$ cat src/sv/split_column_group_lookup_macros.svh
// Assertion macros for the split column group lookup block.
// Taken in by the top level; needs nothing else.
`ifndef SPLIT_COLUMN_GROUP_LOOKUP_MACROS_SVH
`define SPLIT_COLUMN_GROUP_LOOKUP_MACROS_SVH

// Same-cycle implication, disabled during reset
`define SCGL_ASSERT_NOW(label, clk, rst, cond, prop) \
   label: assert property (@(posedge clk) disable iff (rst) (cond) |-> (prop)) \
      else $error("assertion failed");

// Next-cycle implication, disabled during reset
`define SCGL_ASSERT_NEXT(label, clk, rst, cond, prop) \
   label: assert property (@(posedge clk) disable iff (rst) (cond) |=> (prop)) \
      else $error("assertion failed");

`endif

$ cat src/sv/scgl_pkg.sv
// Shared constants, operation codes and control structs for the split column
// group lookup block. Depends on nothing.
package scgl_pkg;

   localparam int MAX_SPLITS = 64;
   localparam int INDEX_BITS = 16;
   localparam int COL_W      = 15;
   localparam int SIZE_W     = 7;
   localparam int ADDR_W     = (MAX_SPLITS > 1) ? $clog2(MAX_SPLITS) : 1;
   localparam int CNT_W      = $clog2(MAX_SPLITS + 1);

   typedef enum logic [1:0] {
      OP_CLEAR  = 2'd0,
      OP_APPEND = 2'd1,
      OP_QUERY  = 2'd2
   } op_type;

   // Control from the sequencer to the compare and count unit
   typedef struct packed {
      logic             start;
      logic             sample;
      logic [COL_W-1:0] candidate;
   } scan_ctrl_type;

   // Running counts over one pass of the store
   typedef struct packed {
      logic [CNT_W-1:0] lt_count;
      logic [CNT_W-1:0] eq_count;
   } scan_stat_type;

endpackage

$ cat src/sv/scgl_if.sv
// Request and response channel interfaces for the split column group lookup.
// Depends on scgl_pkg for field widths.
interface scgl_req_if;
   logic                                 valid;
   logic                                 ready;
   logic [1:0]                           operation;
   logic signed [scgl_pkg::INDEX_BITS-1:0] split_value;
   logic [scgl_pkg::COL_W-1:0]           column_count;
   logic signed [scgl_pkg::INDEX_BITS-1:0] column_index;

   modport source (output valid, operation, split_value, column_count, column_index,
                   input ready);
   modport sink   (input valid, operation, split_value, column_count, column_index,
                   output ready);
endinterface

interface scgl_rsp_if;
   logic                         valid;
   logic                         ready;
   logic                         group_found;
   logic [scgl_pkg::COL_W-1:0]   original_column;
   logic [scgl_pkg::COL_W-1:0]   group_start;
   logic [scgl_pkg::SIZE_W-1:0]  group_size;
   logic                         list_overflowed;

   modport source (output valid, group_found, original_column, group_start, group_size,
                   list_overflowed, input ready);
   modport sink   (input valid, group_found, original_column, group_start, group_size,
                   list_overflowed, output ready);
endinterface

$ cat src/sv/split_column_group_lookup.sv
// Split column group lookup, one item at a time: clear and append are done in the
// idle state; a query with an index outside [0, count) goes straight to the result.
// Other queries binary-search S = ceil(log2(min(F, index) + 1)) steps, F = fill,
// each pass reading the store once through its single read port.
// Reset clears fill count, overflow flag and control; store contents stay undefined.
`include "split_column_group_lookup_macros.svh"

module split_column_group_lookup (
   input  logic              clock,
   input  logic              reset,
   scgl_req_if.sink          req_bus,
   scgl_rsp_if.source        rsp_bus
);

   localparam int CNT_W  = scgl_pkg::CNT_W;
   localparam int COL_W  = scgl_pkg::COL_W;
   localparam int SIZE_W = scgl_pkg::SIZE_W;
   localparam int ADDR_W = scgl_pkg::ADDR_W;
   localparam logic [CNT_W-1:0] FULL = CNT_W'(scgl_pkg::MAX_SPLITS);

   typedef enum logic [4:0] {
      ST_IDLE = 5'b00001,
      ST_PLAN = 5'b00010,
      ST_SCAN = 5'b00100,
      ST_EVAL = 5'b01000,
      ST_DONE = 5'b10000
   } state_type;

   state_type                  state_ff, state_in;
   logic [CNT_W-1:0]           fill_ff, fill_in;
   logic                       ovf_ff, ovf_in;
   logic [COL_W-1:0]           idx_ff, idx_in;
   logic [CNT_W-1:0]           lo_ff, lo_in;
   logic [CNT_W-1:0]           hi_ff, hi_in;
   logic [CNT_W-1:0]           mid_ff, mid_in;
   logic [COL_W-1:0]           cand_ff, cand_in;
   logic                       final_ff, final_in;
   logic [CNT_W-1:0]           scan_ff, scan_in;
   logic                       pend_ff, pend_in;
   logic                       res_found_ff, res_found_in;
   logic [COL_W-1:0]           res_orig_ff, res_orig_in;
   logic [COL_W-1:0]           res_start_ff, res_start_in;
   logic [SIZE_W-1:0]          res_size_ff, res_size_in;
   logic                       res_ovf_ff, res_ovf_in;
   logic                       rsp_valid_ff, rsp_valid_in;
   logic                       rsp_found_ff, rsp_found_in;
   logic [COL_W-1:0]           rsp_orig_ff, rsp_orig_in;
   logic [COL_W-1:0]           rsp_start_ff, rsp_start_in;
   logic [SIZE_W-1:0]          rsp_size_ff, rsp_size_in;
   logic                       rsp_ovf_ff, rsp_ovf_in;

   logic                           ram_we;
   logic                           scan_rd;
   logic [scgl_pkg::INDEX_BITS-1:0] ram_rd_data;
   logic [CNT_W:0]                 mid_sum;
   logic [CNT_W:0]                 size_sum;
   logic                           rsp_free;
   logic [COL_W-1:0]               req_idx;
   scgl_pkg::scan_ctrl_type        ctrl;
   scgl_pkg::scan_stat_type        stat;

   // Split entry store
   scgl_ram #(
      .WIDTH (scgl_pkg::INDEX_BITS),
      .DEPTH (scgl_pkg::MAX_SPLITS)
   ) u_store (
      .clock   (clock),
      .wr_en   (ram_we),
      .wr_addr (fill_ff[ADDR_W-1:0]),
      .wr_data (req_bus.split_value),
      .rd_en   (scan_rd),
      .rd_addr (scan_ff[ADDR_W-1:0]),
      .rd_data (ram_rd_data)
   );

   // Shared compare and count unit
   assign ctrl.start     = (state_ff == ST_PLAN);
   assign ctrl.sample    = pend_ff;
   assign ctrl.candidate = cand_ff;

   scgl_count_unit u_count (
      .clock (clock),
      .ctrl  (ctrl),
      .entry (ram_rd_data),
      .stat  (stat)
   );

   assign scan_rd  = (state_ff == ST_SCAN) && (scan_ff < fill_ff);
   assign mid_sum  = ({1'b0, lo_ff} + {1'b0, hi_ff}) >> 1;
   assign size_sum = {1'b0, stat.eq_count} + (CNT_W + 1)'(1);
   assign rsp_free = !rsp_valid_ff || rsp_bus.ready;
   assign req_idx  = req_bus.column_index[COL_W-1:0];

   // Sequencer: the group's column is the largest o with o + entries below o
   // not above the index, found as index - j with j binary searched
   always_comb begin
      state_in     = state_ff;
      fill_in      = fill_ff;
      ovf_in       = ovf_ff;
      idx_in       = idx_ff;
      lo_in        = lo_ff;
      hi_in        = hi_ff;
      mid_in       = mid_ff;
      cand_in      = cand_ff;
      final_in     = final_ff;
      scan_in      = scan_ff;
      pend_in      = scan_rd;
      res_found_in = res_found_ff;
      res_orig_in  = res_orig_ff;
      res_start_in = res_start_ff;
      res_size_in  = res_size_ff;
      res_ovf_in   = res_ovf_ff;
      rsp_valid_in = rsp_valid_ff;
      rsp_found_in = rsp_found_ff;
      rsp_orig_in  = rsp_orig_ff;
      rsp_start_in = rsp_start_ff;
      rsp_size_in  = rsp_size_ff;
      rsp_ovf_in   = rsp_ovf_ff;
      ram_we       = 1'b0;

      // Drop the response once taken
      if (rsp_valid_ff && rsp_bus.ready) begin
         rsp_valid_in = 1'b0;
      end

      case (state_ff)
         ST_IDLE: begin
            if (req_bus.valid) begin
               case (scgl_pkg::op_type'(req_bus.operation))
                  scgl_pkg::OP_CLEAR: begin
                     fill_in = '0;
                     ovf_in  = 1'b0;
                  end
                  scgl_pkg::OP_APPEND: begin
                     if (fill_ff < FULL) begin
                        ram_we  = 1'b1;
                        fill_in = fill_ff + CNT_W'(1);
                     end else begin
                        ovf_in = 1'b1;
                     end
                  end
                  scgl_pkg::OP_QUERY: begin
                     res_ovf_in = ovf_ff;
                     if (req_bus.column_index[scgl_pkg::INDEX_BITS-1] ||
                         (req_idx >= req_bus.column_count)) begin
                        res_found_in = 1'b0;
                        res_orig_in  = '0;
                        res_start_in = '0;
                        res_size_in  = '0;
                        state_in     = ST_DONE;
                     end else begin
                        idx_in = req_idx;
                        lo_in  = '0;
                        if (COL_W'(fill_ff) <= req_idx) begin
                           hi_in = fill_ff;
                        end else begin
                           hi_in = CNT_W'(req_idx);
                        end
                        state_in = ST_PLAN;
                     end
                  end
                  default: ;
               endcase
            end
         end
         ST_PLAN: begin
            // Pick the next probe, or the settled column for the last pass
            if (lo_ff < hi_ff) begin
               mid_in   = mid_sum[CNT_W-1:0];
               cand_in  = idx_ff - COL_W'(mid_sum[CNT_W-1:0]);
               final_in = 1'b0;
            end else begin
               cand_in  = idx_ff - COL_W'(lo_ff);
               final_in = 1'b1;
            end
            scan_in  = '0;
            state_in = ST_SCAN;
         end
         ST_SCAN: begin
            if (scan_rd) begin
               scan_in = scan_ff + CNT_W'(1);
            end
            if (!scan_rd && !pend_ff) begin
               if (final_ff) begin
                  res_found_in = 1'b1;
                  res_orig_in  = cand_ff;
                  res_start_in = cand_ff + COL_W'(stat.lt_count);
                  res_size_in  = SIZE_W'(size_sum);
                  state_in     = ST_DONE;
               end else begin
                  state_in = ST_EVAL;
               end
            end
         end
         ST_EVAL: begin
            // Probe fits when entries below it do not exceed the step back
            if (stat.lt_count <= mid_ff) begin
               hi_in = mid_ff;
            end else begin
               lo_in = mid_ff + CNT_W'(1);
            end
            state_in = ST_PLAN;
         end
         ST_DONE: begin
            if (rsp_free) begin
               rsp_valid_in = 1'b1;
               rsp_found_in = res_found_ff;
               rsp_orig_in  = res_orig_ff;
               rsp_start_in = res_start_ff;
               rsp_size_in  = res_size_ff;
               rsp_ovf_in   = res_ovf_ff;
               state_in     = ST_IDLE;
            end
         end
         default: begin
            state_in = ST_IDLE;
         end
      endcase
   end

   // Control registers
   always_ff @(posedge clock) begin
      if (reset) begin
         state_ff     <= ST_IDLE;
         fill_ff      <= '0;
         ovf_ff       <= 1'b0;
         pend_ff      <= 1'b0;
         rsp_valid_ff <= 1'b0;
      end else begin
         state_ff     <= state_in;
         fill_ff      <= fill_in;
         ovf_ff       <= ovf_in;
         pend_ff      <= pend_in;
         rsp_valid_ff <= rsp_valid_in;
      end
   end

   // Working and payload registers
   always_ff @(posedge clock) begin
      idx_ff       <= idx_in;
      lo_ff        <= lo_in;
      hi_ff        <= hi_in;
      mid_ff       <= mid_in;
      cand_ff      <= cand_in;
      final_ff     <= final_in;
      scan_ff      <= scan_in;
      res_found_ff <= res_found_in;
      res_orig_ff  <= res_orig_in;
      res_start_ff <= res_start_in;
      res_size_ff  <= res_size_in;
      res_ovf_ff   <= res_ovf_in;
      rsp_found_ff <= rsp_found_in;
      rsp_orig_ff  <= rsp_orig_in;
      rsp_start_ff <= rsp_start_in;
      rsp_size_ff  <= rsp_size_in;
      rsp_ovf_ff   <= rsp_ovf_in;
   end

   assign req_bus.ready           = (state_ff == ST_IDLE);
   assign rsp_bus.valid           = rsp_valid_ff;
   assign rsp_bus.group_found     = rsp_found_ff;
   assign rsp_bus.original_column = rsp_orig_ff;
   assign rsp_bus.group_start     = rsp_start_ff;
   assign rsp_bus.group_size      = rsp_size_ff;
   assign rsp_bus.list_overflowed = rsp_ovf_ff;

   // A negative query index goes straight to the result
   `SCGL_ASSERT_NEXT(neg_index_done, clock, reset, req_bus.valid && req_bus.ready && (req_bus.operation == scgl_pkg::OP_QUERY) && req_bus.column_index[scgl_pkg::INDEX_BITS-1], state_ff == ST_DONE)

   // A miss carries all-zero group fields
   `SCGL_ASSERT_NOW(miss_zero, clock, reset, rsp_valid_ff && !rsp_found_ff, (rsp_orig_ff == '0) && (rsp_start_ff == '0) && (rsp_size_ff == '0))

   // A hit starts at or after its original column and has a non-empty group
   `SCGL_ASSERT_NOW(hit_shape, clock, reset, rsp_valid_ff && rsp_found_ff, (rsp_start_ff >= rsp_orig_ff) && (rsp_size_ff != '0))

endmodule

$ cat src/sv/scgl_ram.sv
// Generic single-write, single-read RAM with registered read data.
// Depends on nothing.
module scgl_ram #(
   parameter int WIDTH = 16,
   parameter int DEPTH = 64,
   localparam int AW   = (DEPTH > 1) ? $clog2(DEPTH) : 1
) (
   input  logic             clock,
   input  logic             wr_en,
   input  logic [AW-1:0]    wr_addr,
   input  logic [WIDTH-1:0] wr_data,
   input  logic             rd_en,
   input  logic [AW-1:0]    rd_addr,
   output logic [WIDTH-1:0] rd_data
);

   logic [WIDTH-1:0] mem_ff [DEPTH];

   // Write and registered read
   always_ff @(posedge clock) begin
      if (wr_en) begin
         mem_ff[wr_addr] <= wr_data;
      end
      if (rd_en) begin
         rd_data <= mem_ff[rd_addr];
      end
   end

endmodule

$ cat src/sv/scgl_count_unit.sv
// Shared compare and count unit: tests one stored entry a beat against the
// candidate column. Depends on scgl_pkg.
module scgl_count_unit (
   input  logic                           clock,
   input  scgl_pkg::scan_ctrl_type        ctrl,
   input  logic [scgl_pkg::INDEX_BITS-1:0] entry,
   output scgl_pkg::scan_stat_type        stat
);

   logic [scgl_pkg::INDEX_BITS-1:0] cand_ext;
   logic                            is_lt;
   logic                            is_eq;
   logic [scgl_pkg::CNT_W-1:0]      lt_ff, lt_in;
   logic [scgl_pkg::CNT_W-1:0]      eq_ff, eq_in;

   // Negative entries never count: their sign bit keeps them off both tests
   assign cand_ext = scgl_pkg::INDEX_BITS'(ctrl.candidate);
   assign is_lt    = !entry[scgl_pkg::INDEX_BITS-1] && (entry < cand_ext);
   assign is_eq    = (entry == cand_ext);

   // Clear at the start of a pass, accumulate on each returned entry
   always_comb begin
      lt_in = lt_ff;
      eq_in = eq_ff;
      if (ctrl.start) begin
         lt_in = '0;
         eq_in = '0;
      end else if (ctrl.sample) begin
         lt_in = lt_ff + scgl_pkg::CNT_W'(is_lt);
         eq_in = eq_ff + scgl_pkg::CNT_W'(is_eq);
      end
   end

   always_ff @(posedge clock) begin
      lt_ff <= lt_in;
      eq_ff <= eq_in;
   end

   assign stat.lt_count = lt_ff;
   assign stat.eq_count = eq_ff;

endmodule
$ cat src/flat_wrapper.sv
// flat-port wrapper written by rule: the top's interface ports become plain ports
module split_column_group_lookup_flat 
  (clock, reset, req_bus_valid, req_bus_operation, req_bus_split_value, req_bus_column_count, req_bus_column_index, req_bus_ready, rsp_bus_valid, rsp_bus_group_found, rsp_bus_original_column, rsp_bus_group_start, rsp_bus_group_size, rsp_bus_list_overflowed, rsp_bus_ready);
  scgl_req_if req_bus_i ();
  scgl_rsp_if rsp_bus_i ();
  input  logic clock;
  input  logic reset;
  input wire logic [$bits(req_bus_i.valid)-1:0] req_bus_valid;
  input wire logic [$bits(req_bus_i.operation)-1:0] req_bus_operation;
  input wire logic [$bits(req_bus_i.split_value)-1:0] req_bus_split_value;
  input wire logic [$bits(req_bus_i.column_count)-1:0] req_bus_column_count;
  input wire logic [$bits(req_bus_i.column_index)-1:0] req_bus_column_index;
  output wire logic [$bits(req_bus_i.ready)-1:0] req_bus_ready;
  output wire logic [$bits(rsp_bus_i.valid)-1:0] rsp_bus_valid;
  output wire logic [$bits(rsp_bus_i.group_found)-1:0] rsp_bus_group_found;
  output wire logic [$bits(rsp_bus_i.original_column)-1:0] rsp_bus_original_column;
  output wire logic [$bits(rsp_bus_i.group_start)-1:0] rsp_bus_group_start;
  output wire logic [$bits(rsp_bus_i.group_size)-1:0] rsp_bus_group_size;
  output wire logic [$bits(rsp_bus_i.list_overflowed)-1:0] rsp_bus_list_overflowed;
  input wire logic [$bits(rsp_bus_i.ready)-1:0] rsp_bus_ready;
  assign req_bus_i.valid = req_bus_valid;
  assign req_bus_i.operation = req_bus_operation;
  assign req_bus_i.split_value = req_bus_split_value;
  assign req_bus_i.column_count = req_bus_column_count;
  assign req_bus_i.column_index = req_bus_column_index;
  assign req_bus_ready = req_bus_i.ready;
  assign rsp_bus_valid = rsp_bus_i.valid;
  assign rsp_bus_group_found = rsp_bus_i.group_found;
  assign rsp_bus_original_column = rsp_bus_i.original_column;
  assign rsp_bus_group_start = rsp_bus_i.group_start;
  assign rsp_bus_group_size = rsp_bus_i.group_size;
  assign rsp_bus_list_overflowed = rsp_bus_i.list_overflowed;
  assign rsp_bus_i.ready = rsp_bus_ready;
  split_column_group_lookup u_core (.clock(clock), .reset(reset), .req_bus(req_bus_i), .rsp_bus(rsp_bus_i));
endmodule
$ cat config.mk
export PLATFORM = sky130hd
export DESIGN_NAME = split_column_group_lookup_flat
export DESIGN_NICKNAME = d
export VERILOG_FILES = /design/src/sv/scgl_pkg.sv /design/src/sv/scgl_if.sv /design/src/sv/split_column_group_lookup.sv /design/src/sv/scgl_ram.sv /design/src/sv/scgl_count_unit.sv /design/src/flat_wrapper.sv
export VERILOG_INCLUDE_DIRS = /design/src /design/src/sv
export SDC_FILE = /design/constraint.sdc
export NUM_CORES = 1
export LEC_CHECK = 0
export BUFFER_PORTS_ARGS = -buffer_cell sky130_fd_sc_hd__buf_2
export CORE_ASPECT_RATIO = 0.6
export CORE_UTILIZATION = 59
export CTS_BUF_LIST = sky130_fd_sc_hd__clkbuf_4 sky130_fd_sc_hd__clkbuf_8
export DETAILED_ROUTE_END_ITERATION = 8
export GPL_ROUTABILITY_DRIVEN = 0
export PLACE_DENSITY = 0.84
export SETUP_SLACK_MARGIN = 0.5
export SYNTH_ARGS = -nofsm -noshare
export SYNTH_HDL_FRONTEND = slang
export SYNTH_SLANG_ARGS = --single-unit
$ cat constraint.sdc
create_clock -name clock -period 3.4 [get_ports clock]
set_input_delay 0.17 -clock clock [delete_from_list [all_inputs] [get_ports clock]]
set_output_delay 0.17 -clock clock [all_outputs]
set_load 0.01 [all_outputs]
After elaboration in Yosys (flattened, before gate mapping)
Memory sizes are Yosys's and may differ from the RTL's. A register that Yosys moved wholly into a read port is not among the register bits.
Index checks and enable logic that the tools add are counted.
- register bits: 166
- bits in writable memories: 1024
- input bits: 53
- word-level logic and storage cells: 145
- memories kept: 1
- add/sub/neg operators: 10
- $lt $le $gt $ge: 7
- equality and inequality tests: 20
- muxes and demuxes: 56
- bitwise operators: 1
- reductions and logical operators: 26
- memory list (name ; depth ; width ; rd ports ; clocked after Yosys merged registers in ; write ports ; RTL line ; RTL):
    u_core.u_store.mem_ff ; 64 ; 16 ; 1 ; 1 ; 1 ; scgl_ram.sv:17 ; logic [WIDTH-1:0] mem_ff [DEPTH];
- operators with widths (cell ; count):
    $mux W15 ; 8
    $mux W7 ; 16
    $pmux W7 S2 ; 5
    $pmux W15 S2 ; 2
    $mux W5 ; 6
    $sub A15 B7 Y15 ; 2
    $add A7 B1 Y7 const B ; 4
    $pmux W5 S5 ; 1
    $eq A16 B15 Y1 ; 1
    $lt A16 B15 Y1 ; 1
    $mux W1 ; 16
    $reduce_and A4 Y1 ; 4
    $add A15 B7 Y15 ; 1
    $ge A15 B15 Y1 ; 1
    $le A7 B15 Y1 ; 1
    $add A7 B1 Y7 ; 2
    $lt A7 B7 Y1 ; 2
    $ne A2 B1 Y1 const B ; 7
    $ne A2 B2 Y1 const B ; 5
    $reduce_and A5 Y1 ; 2
    $add A7 B7 Y8 ; 1
    $reduce_bool A2 Y1 ; 4
    $le A7 B7 Y1 ; 1
    $lt A7 B7 Y1 const B ; 1
    other kinds (16) ; 26

Logic depth before layout (Yosys ltp)
Gate-level depths: netlist (run 1).
- depth in word-level cells: 7
- gate-level depth with buffers: 16
- depth with buffers taken out: 15

By module
From an unflattened synthesis (run 1), not the netlist that was laid out.
- cells, all modules: 2560
- area total of the unflattened synthesis: 48736.7 µm²
- by module, submodules not included (module ; instances ; cells each ; area each (µm²) ; seq. area each (µm²)):
    scgl_ram ; 1 ; 1810 ; 40034.6 ; 31230.0
    split_column_group_lookup ; 1 ; 635 ; 7699.9 ; 4414.2
    scgl_count_unit ; 1 ; 115 ; 1002.2 ; 280.3

Worst setup path after synthesis (run 1)
OpenSTA, ideal clock, no wires.
- kind: register to register
- start point: reg u_core.lo_ff[1]
- end point: reg u_core.cand_ff[14] (data pin)
- library setup time: 0.258 ns
- arrival: 3.366 ns
- required time: 3.142 ns
- setup slack: -0.224 ns
- stages on the path, launching flop included: 16
- buffers on the path: 1
- period minus slack after synthesis: 3.624 ns
- path through: edfxtp_1 -> ha_1 -> a211oi_1 -> o21ai_1 -> a21o_1 -> a21o_1 -> clkbuf_1 -> mux2_2 -> ha_1 -> fa_1 -> nor2b_1 -> o21ai_0 -> a21boi_0 -> o21ai_0 -> nand3b_1 -> xnor2_1
- cells in the longest elaborated chain, start to end: 3
- elaborated cells between the ends (all ways): 5
- those cells by class: 3 x add/sub; 1 x order compare; 1 x mux
- RTL lines (what ; RTL line ; RTL):
    start: declaration ; split_column_group_lookup.sv:33 ; logic [CNT_W-1:0] lo_ff, lo_in;
    start signal: assignment ; split_column_group_lookup.sv:241 ; lo_ff <= lo_in;
    $add A7 B7 Y8 ; split_column_group_lookup.sv:89 ; assign mid_sum = ({1'b0, lo_ff} + {1'b0, hi_ff}) >> 1;
    $sub A15 B7 Y15 ; split_column_group_lookup.sv:170 ; cand_in = idx_ff - COL_W'(mid_sum[CNT_W-1:0]);
    $mux W15 * ; split_column_group_lookup.sv:168 ; if (lo_ff < hi_ff) begin
    end signal: assignment ; split_column_group_lookup.sv:244 ; cand_ff <= cand_in;
    end: declaration ; split_column_group_lookup.sv:36 ; logic [COL_W-1:0] cand_ff, cand_in;
Every way passes the cells marked *; elsewhere a longest branch is shown, timed or not.
A chain may end at the register's enable or synchronous reset.

Worst setup path in the final report (run 1)
- start point: reg u_core.lo_ff[2]
- end point: reg u_core.cand_ff[6] (data pin)
The elaborated chain is that of the path after synthesis.

==> flow_summary.rst, run 1 <==
.. list-table::
   :header-rows: 1

   * - Metric
     - Value
   * - Status
     - finished, violations left
   * - Violated checks
     - design-rule violations, negative setup slack
   * - Fill cell total of the finished layout
     - 4529
   * - Fraction of synthesis flops using an asynchronous set or reset pin
     - 0%
   * - Post-synth top flop
     - sky130_fd_sc_hd__edfxtp_1
   * - CTS clk-pin slew, worst paths
     - 0.08 ns
   * - Number of nets produced by synthesis
     - 2567
   * - R2r startpoint
     - u_core.lo_ff[2]$_SDFFCE_PN0P_
   * - Required time of the critical path
     - 4.00 ns
   * - Peak Freq
     - 280 MHz
   * - Cells after Synth
     - 2427
   * - Pin count of the biggest net entering global routing
     - 65
   * - Top cell types by occurrence after synthesis
     - sky130_fd_sc_hd__edfxtp_1, sky130_fd_sc_hd__mux4_2, sky130_fd_sc_hd__nor2_1, sky130_fd_sc_hd__ha_1, sky130_fd_sc_hd__a22oi_1
   * - Post-synthesis to final-layout area growth
     - 14.6%
   * - All-layer global routing usage
     - 29.6%
   * - Worst rel slew slack
     - 8.97%
   * - Synthesized area per cell
     - 19.7 µm²
   * - Floorplan core area
     - 79900 µm²
   * - Final Non-Filler Cells
     - 3992
   * - Number of violations of the max-capacitance limit
     - 0
   * - Final critical-path setup slack
     - -0.166 ns
   * - Chip height
     - 223 µm
   * - TritonCTS clock tree
     - built
   * - Worst-path maximum fanout
     - 4
   * - CTS max path bufs
     - 3
   * - Static leakage
     - 18.5 nW
   * - Net load switching power
     - 0.00628 W
   * - Number of global-route vias before repair
     - 26195
   * - Part of the total power dissipated in the clock network
     - 37.8%
   * - Total area of multi-input combinational cells
     - 11600 µm²
   * - DP Cell Count
     - 3644
   * - Ratio of cells with drive above 1 in the final layout
     - 30.3%
   * - Tightest Pin Transition
     - 1.37 ns
   * - Post-route DRC violation count
     - 4
   * - Starting density of the core
     - 59.9%
   * - CTS HTree Levels
     - 4
   * - Count of pins on the block boundary
     - 94
   * - Period utilisation layout
     - 105%
   * - Highest ir drop seen on vdd
     - 0.450 mV
   * - Synth area leaders
     - sky130_fd_sc_hd__edfxtp_1, sky130_fd_sc_hd__mux4_2, sky130_fd_sc_hd__ha_1
   * - Part of the total power dissipated in combinational logic
     - 4.7%
   * - Final Setup Violations
     - 9
   * - Startpoint of the worst setup timing path
     - u_core.lo_ff[2]$_SDFFCE_PN0P_
   * - Share of synthesized area occupied by flip-flops and latches
     - 75.1%
   * - Total detailed-routing wirelength
     - 123000 µm
   * - Global route overflow
     - 0
   * - Master cell of the clock root buffer
     - sky130_fd_sc_hd__clkbuf_8
   * - Cell with the most instances after synthesis
     - sky130_fd_sc_hd__edfxtp_1
   * - Clock Latency Late Sink
     - 0.87 ns
   * - Hold WC Path Type
     - in2reg
   * - Number of clock buffers inserted by TritonCTS
     - 161
   * - Unrepaired setup endpoints after global routing
     - true
   * - Setup crit start kind
     - flop
   * - Cell-internal power
     - 0.0223 W
   * - Seq cells post-synth
     - 1206
   * - Die width
     - 370 µm
   * - CP Class
     - reg2reg
   * - Cell variety after synth
     - 59
   * - Routed wirelength normalized by instance count
     - 30.9 µm
   * - Initial antenna violation count
     - 4
   * - Number of enable flip-flop cells after synthesis
     - 1177
   * - Flip-flop and latch area
     - 35900 µm²
   * - Count of clock tree sinks
     - 1206
   * - Seq pwr share
     - 57.5%
   * - Synthesized area
     - 47900 µm²
   * - HPWL reported at the end of detailed placement
     - 74900 µm
   * - Wire length of the first global-routing pass
     - 174000 µm
   * - Count of input and output buffers
     - 93
   * - Post-placement cell area
     - 50700 µm²
   * - Final count of hold timing violations
     - 0
   * - Source of the worst hold timing path
     - req_bus_column_index[11]
   * - Drt pass-1 iters
     - 8
   * - WP data arrival
     - 4.17 ns
   * - Floorplan row count
     - 80
   * - Floorplan die area
     - 82300 µm²
   * - PD cells
     - 522 nW/µm²
   * - Fraction of power spent switching nets
     - 21.9%
   * - Iter 0 DRT Violations
     - 4913
   * - Net count reported at finish
     - 2939
   * - Fin Clk Skew
     - 0.0490 ns
   * - Via Count
     - 27059
   * - DR vias/cell
     - 6.78
   * - Final slew viol count
     - 0
   * - Final antenna-violating net count
     - 0
   * - Clock period minus worst slack
     - 3.57 ns
   * - Post-layout instance area
     - 54800 µm²
   * - Cell type contributing the most total cell area after synthesis
     - sky130_fd_sc_hd__edfxtp_1
   * - Yosys synthesis warning count
     - 0
   * - Post-synth top area share
     - 73.9%
   * - Kind of end point of the critical path
     - flop
==> registers in the layout, indices dropped and copies added (netlist names), 15 cells and up <==
signal,flops
u_core.cand_ff,15
u_core.res_orig_ff,15
u_core.u_store.rd_data,16
u_core.u_store.mem_ff,1024
u_core.res_start_ff,15
u_core.rsp_bus.original_column,15
u_core.idx_ff,15
u_core.rsp_bus.group_start,15
==> per-layer routing <==
metal | track usage [%] | part of all wire [%] | up-vias
met5 | 0 | 0 | -
met1 | 44.1 | 37 | 13673
met2 | 42.0 | 45 | 2355
li1 | - | - | 10704
met3 | 9.86 | 16 | 327
met4 | 8.64 | 2.9 | 0
==> worst max-delay path, stage by stage (launching register included) <==
cell and delay [ns]:
sky130_fd_sc_hd__edfxtp_1 0.48, sky130_fd_sc_hd__ha_4 0.34, sky130_fd_sc_hd__o21ai_0 0.07, sky130_fd_sc_hd__o21ai_1 0.16, sky130_fd_sc_hd__a21o_1 0.20, sky130_fd_sc_hd__a21o_1 0.23, sky130_fd_sc_hd__mux2_4 0.33, sky130_fd_sc_hd__ha_4 0.18
sky130_fd_sc_hd__fa_2 0.37, sky130_fd_sc_hd__nor2b_2 0.18, sky130_fd_sc_hd__o21ai_2 0.10, sky130_fd_sc_hd__a21boi_2 0.32, sky130_fd_sc_hd__o21a_1 0.17, sky130_fd_sc_hd__nor2_1 0.05, sky130_fd_sc_hd__xnor2_1 0.13
==> cell families (layout without fill, tap and decap cells) <==
| family | Yosys count | in the layout | synth area share [%] |
|---|---|---|---|
| flip-flops | 1206 | 1206 | 75.1 |
| multiplexers | 278 | 278 | 12.5 |
| AND/OR/NAND/NOR | 349 | 349 | 3.34 |
| AO/OA/AOI/OAI | 277 | 277 | 4.29 |
| adder cells (fa/ha/maj) | 87 | 87 | 2.32 |
| XOR/XNOR | 44 | 44 | 0.805 |
| buffers and inverters | 186 | 683 | 1.65 |
| other | 0 | 2 | 0 |
==> cell type report <==
type	count	area share, %
repair buffers	318	4.57
clock inverters	56	0.600
multi-input cells	1035	21.2
inverters	77	0.534
diodes	2	0.00913
clock buffers	232	5.10
flip-flops and latches	1206	65.5
well taps	1066	2.43
==> final timing paths <==
| kind | endpoint | slack, ns | cells past startpoint |
|---|---|---|---|
| min | u_core.idx_ff[11]$_DFFE_PP_ | 0.07 | 2 |
| max reg2reg | u_core.cand_ff[6]$_DFFE_PP_ | -0.17 | 14 |
| min reg2reg | u_core.rsp_bus.original_column[10]$_DFFE_PP_ | 0.42 | 0 |
| max | u_core.cand_ff[6]$_DFFE_PP_ | -0.17 | 14 |
==> stage by stage <==
step	util [%]	TNS [ns]	hold WS (ns)	setup WS (ns)	power, W
finish	68.7	-0.850	0.0663	-0.166	0.0286
CTS	68.2	0	0.00249	0.0877	0.0285
global route	68.7	-1.08	0.0573	-0.208	0.0293
global placement	63.5	0	0.386	0.110	0.0178
detailed placement	63.5	0	0.393	0.0131	0.0179
floorplan	-	0	0.239	0.148	0.0173
==> layout by cell type, fill, tap and decap left out, types with 11 or more instances in the layout <==
master,Yosys,routed
sky130_fd_sc_hd__a21o_1,17,17
sky130_fd_sc_hd__a21oi_1,33,28
sky130_fd_sc_hd__a221oi_1,34,26
sky130_fd_sc_hd__a22o_1,32,32
sky130_fd_sc_hd__a22oi_1,81,70
sky130_fd_sc_hd__a22oi_2,0,11
sky130_fd_sc_hd__buf_12,0,18
sky130_fd_sc_hd__buf_2,21,93
sky130_fd_sc_hd__buf_4,5,167
sky130_fd_sc_hd__clkbuf_4,0,63
sky130_fd_sc_hd__clkbuf_8,0,169
sky130_fd_sc_hd__clkinv_1,2,36
sky130_fd_sc_hd__clkinv_2,0,11
sky130_fd_sc_hd__dfxtp_1,29,29
sky130_fd_sc_hd__dlygate4sd3_1,0,32
sky130_fd_sc_hd__edfxtp_1,1177,1177
sky130_fd_sc_hd__ha_1,84,74
sky130_fd_sc_hd__inv_1,75,71
sky130_fd_sc_hd__mux2i_1,15,15
sky130_fd_sc_hd__mux4_2,256,256
sky130_fd_sc_hd__nand2_1,73,68
sky130_fd_sc_hd__nand3_1,24,24
sky130_fd_sc_hd__nand4_1,15,15
sky130_fd_sc_hd__nor2_1,154,149
sky130_fd_sc_hd__nor3_1,17,17
sky130_fd_sc_hd__o21ai_0,27,19
sky130_fd_sc_hd__o221ai_1,16,16
sky130_fd_sc_hd__xnor2_1,31,28
sky130_fd_sc_hd__xor2_1,13,13
==> power groups by stage <==
| stage | combinational [W] | sequential (W) | clock [W] |
|---|---|---|---|
| final | 0.00134 | 0.0165 | 0.0108 |
| after global routing | 0.00139 | 0.0165 | 0.0115 |
| after CTS | 0.00121 | 0.0165 | 0.0108 |
| after detailed placement | 0.00113 | 0.0168 | 0 |
| after global placement | 0.00108 | 0.0168 | 0 |
| after floorplan | 0.000554 | 0.0168 | 0 |
==> what timing repair did <==
action | 4_1_cts | 5_1_grt
gates resized for setup | 36 | 52
hold buffers | 32 | 0
endpoints found under the hold margin | 288 | 0
gates cloned | 0 | 0
pin swaps | 14 | 16
buffers inserted | 11 | 15
setup endpoints to repair | 179 | 518
Note: power is estimated with default switching activity, not from simulation.
==> run 2, diff against run 1 <==
Settings changed: BUFFER_PORTS_ARGS -buffer_cell sky130_fd_sc_hd__buf_2 to -buffer_cell sky130_fd_sc_hd__clkbuf_2, CELL_PAD_IN_SITES_DETAIL_PLACEMENT set to 0, CELL_PAD_IN_SITES_GLOBAL_PLACEMENT set to 1, CORE_UTILIZATION 59 to 52, PLACE_DENSITY 0.84 to 0.83.
==> run 2 against run 1 <==
Compared with the run above: wire length is 4.7% lower; sequential share of layout area decreased by 0.64 points; combinational power about the same; largest power group unchanged; non-clock buffer count up 22; the run now ends clean; cell count rose by 4.3%; die area is 13% higher; power grew 0.11%; core utilization down 7.4 points; critical path depth is 2 lower.
==> flow_summary.rst, run 2 (same netlist as run 1, synthesis figures left out) <==
.. list-table::
   :header-rows: 1

   * - Metric
     - Value
   * - Status
     - finished, final reports clean
   * - Ratio of cells with drive above 1 in the final layout
     - 30.9%
   * - Hold WC Path Type
     - in2reg
   * - PD cells
     - 517 nW/µm²
   * - Static leakage
     - 18.7 nW
   * - Routed wirelength normalized by instance count
     - 28.2 µm
   * - Peak Freq
     - 298 MHz
   * - Highest signal layer in the routed design
     - met4
   * - Floorplan row count
     - 85
   * - Met1 wire length
     - 48900 µm
   * - Largest register FFs
     - 1024
   * - Worst-path maximum fanout
     - 4
   * - Master cell of the clock root buffer
     - sky130_fd_sc_hd__clkbuf_8
   * - Detail Route met3 WL
     - 15900 µm
   * - Unrepaired setup endpoints after global routing
     - true
   * - Count of clock tree sinks
     - 1206
   * - Wire length of the first global-routing pass
     - 169000 µm
   * - Setup crit start kind
     - flop
   * - Iter 0 DRT Violations
     - 3920
   * - Clock period minus worst slack
     - 3.35 ns
   * - Count of input and output buffers
     - 93
   * - Fin Clk Skew
     - 0.0507 ns
   * - Starting density of the core
     - 52.9%
   * - Global route overflow
     - 0
   * - Count of pins on the block boundary
     - 94
   * - HPWL reported at the end of detailed placement
     - 74100 µm
   * - Register with the most flip-flops
     - u_core.u_store.mem_ff
   * - Pin count of the biggest net entering global routing
     - 79
   * - Initial antenna violation count
     - 5
   * - Final Setup Violations
     - 0
   * - Fill cell total of the finished layout
     - 6147
   * - DP Cell Count
     - 3811
   * - Clock Latency Late Sink
     - 0.87 ns
   * - WP data arrival
     - 3.95 ns
   * - Die width
     - 394 µm
   * - Registers with the most flip-flops
     - u_core.u_store.mem_ff: 1024 flops, u_core.u_store.rd_data: 16 flops
   * - Net count reported at finish
     - 2963
   * - Post-route DRC violation count
     - 0
   * - Tightest Pin Transition
     - 1.29 ns
   * - TritonCTS clock tree
     - built
   * - Post-synthesis to final-layout area growth
     - 15.7%
   * - Drt pass-1 iters
     - 6
   * - Most common library cell in the layout ignoring fill and taps
     - sky130_fd_sc_hd__edfxtp_1
   * - Final Non-Filler Cells
     - 4165
   * - CTS max path bufs
     - 3
   * - Chip height
     - 237 µm
   * - Total detailed-routing wirelength
     - 118000 µm
   * - All-layer global routing usage
     - 25.1%
   * - Highest ir drop seen on vdd
     - 0.444 mV
   * - Final slew viol count
     - 0
   * - Worst rel slew slack
     - 13.8%
   * - Final antenna-violating net count
     - 0
   * - Number of violations of the max-capacitance limit
     - 0
   * - CTS clk-pin slew, worst paths
     - 0.07 ns
   * - CTS HTree Levels
     - 4
   * - Number of clock buffers inserted by TritonCTS
     - 163
   * - Required time of the critical path
     - 4.00 ns
   * - Via Count
     - 25687
   * - Highest-count cells in the layout ignoring fill and taps
     - sky130_fd_sc_hd__edfxtp_1, sky130_fd_sc_hd__mux4_2, sky130_fd_sc_hd__buf_4
   * - DR vias/cell
     - 6.17
   * - Kind of end point of the critical path
     - flop
   * - Final Core Density
     - 61.3%
   * - Period utilisation layout
     - 98.7%
   * - WL met2
     - 50800 µm
   * - Final count of hold timing violations
     - 0
   * - Number of global-route vias before repair
     - 25498
   * - Floorplan die area
     - 93300 µm²
   * - Total Negative Setup Slacks
     - 0 ns
   * - Floorplan core area
     - 90400 µm²
   * - CP Class
     - reg2reg
-- run 2: report_power, final --
part / leakage [nW] / internal (W) / switching, W / total [W]
combinational: 6.24 / 0.000490 / 0.000837 / 0.00133
clock: 1.69 / 0.00537 / 0.00549 / 0.0109
sequential: 10.8 / 0.0164 / 0.0000528 / 0.0165
total: 18.7 / 0.0223 / 0.00638 / 0.0287
-- run 2: stage by stage --
| stage | power, W | cell area (µm²) | setup WS (ns) | hold slack (ns) |
|---|---|---|---|---|
| after detailed placement | 0.0179 | 51100 | -0.0425 | 0.396 |
| after floorplan | 0.0173 | 47900 | 0.148 | 0.239 |
| after global routing | 0.0294 | 55400 | -0.0860 | 0.101 |
| after global placement | 0.0179 | 51100 | 0.0598 | 0.392 |
| final | 0.0287 | 55400 | 0.0453 | 0.111 |
| after CTS | 0.0287 | 54800 | 0.130 | 0.0000618 |
-- run 2: worst max-delay path, stage by stage (launching register included) --
cell and delay [ns]:
sky130_fd_sc_hd__edfxtp_1 0.40, sky130_fd_sc_hd__and2_4 0.18, sky130_fd_sc_hd__fa_2 0.25, sky130_fd_sc_hd__a21oi_4 0.07, sky130_fd_sc_hd__o21ba_4 0.24, sky130_fd_sc_hd__o31ai_4 0.32, sky130_fd_sc_hd__nor4b_4 0.28, sky130_fd_sc_hd__nor3_2 0.09
sky130_fd_sc_hd__ha_2 0.19, sky130_fd_sc_hd__or4_4 0.56, sky130_fd_sc_hd__o21ai_4 0.26, sky130_fd_sc_hd__nand3b_1 0.12, sky130_fd_sc_hd__xnor2_1 0.14
-- run 2: timing repair --
action,CTS,global route
hold endpoints to repair,183,0
buffers inserted,9,18
gates cloned,0,3
resized for setup,35,64
hold buffers,34,0
pin swaps,18,13
setup endpoints to repair,35,297
-- run 2: layer usage --
| layer | vias up | global-route usage (%) |
|---|---|---|
| li1 | 10758 | - |
| met2 | 1486 | 34.7 |
| met3 | 144 | 8.24 |
| met5 | - | 0 |
| met4 | 0 | 7.29 |
| met1 | 13299 | 38.2 |
-- run 2: final cells by class --
type | instances | area, µm² | share of cell area, %
Tap cell | 1218 | 1520 | 2.75
Antenna cell | 2 | 5.00 | 0.00904
Sequential cell | 1206 | 35900 | 64.9
Clock buffer | 213 | 2640 | 4.76
Multi-Input combinational cell | 1035 | 11700 | 21.1
Inverter | 77 | 292 | 0.526
Timing Repair Buffer | 340 | 2810 | 5.07
Clock inverter | 74 | 517 | 0.933
-- run 2: path summary, 6_finish.rpt --
kind	from	endpoint	slack (ns)	depth (start not counted)
worst max register to register	u_core.lo_ff[0]$_SDFFCE_PN0P_	u_core.cand_ff[14]$_DFFE_PP_	0.05	12
worst min register to register	u_core.res_size_ff[1]$_SDFFCE_PN0P_	u_core.rsp_bus.group_size[1]$_DFFE_PP_	0.41	0
worst min-delay path	req_bus_column_index[13]	u_core.idx_ff[13]$_DFFE_PP_	0.11	2
worst max-delay path	u_core.lo_ff[0]$_SDFFCE_PN0P_	u_core.cand_ff[14]$_DFFE_PP_	0.05	12
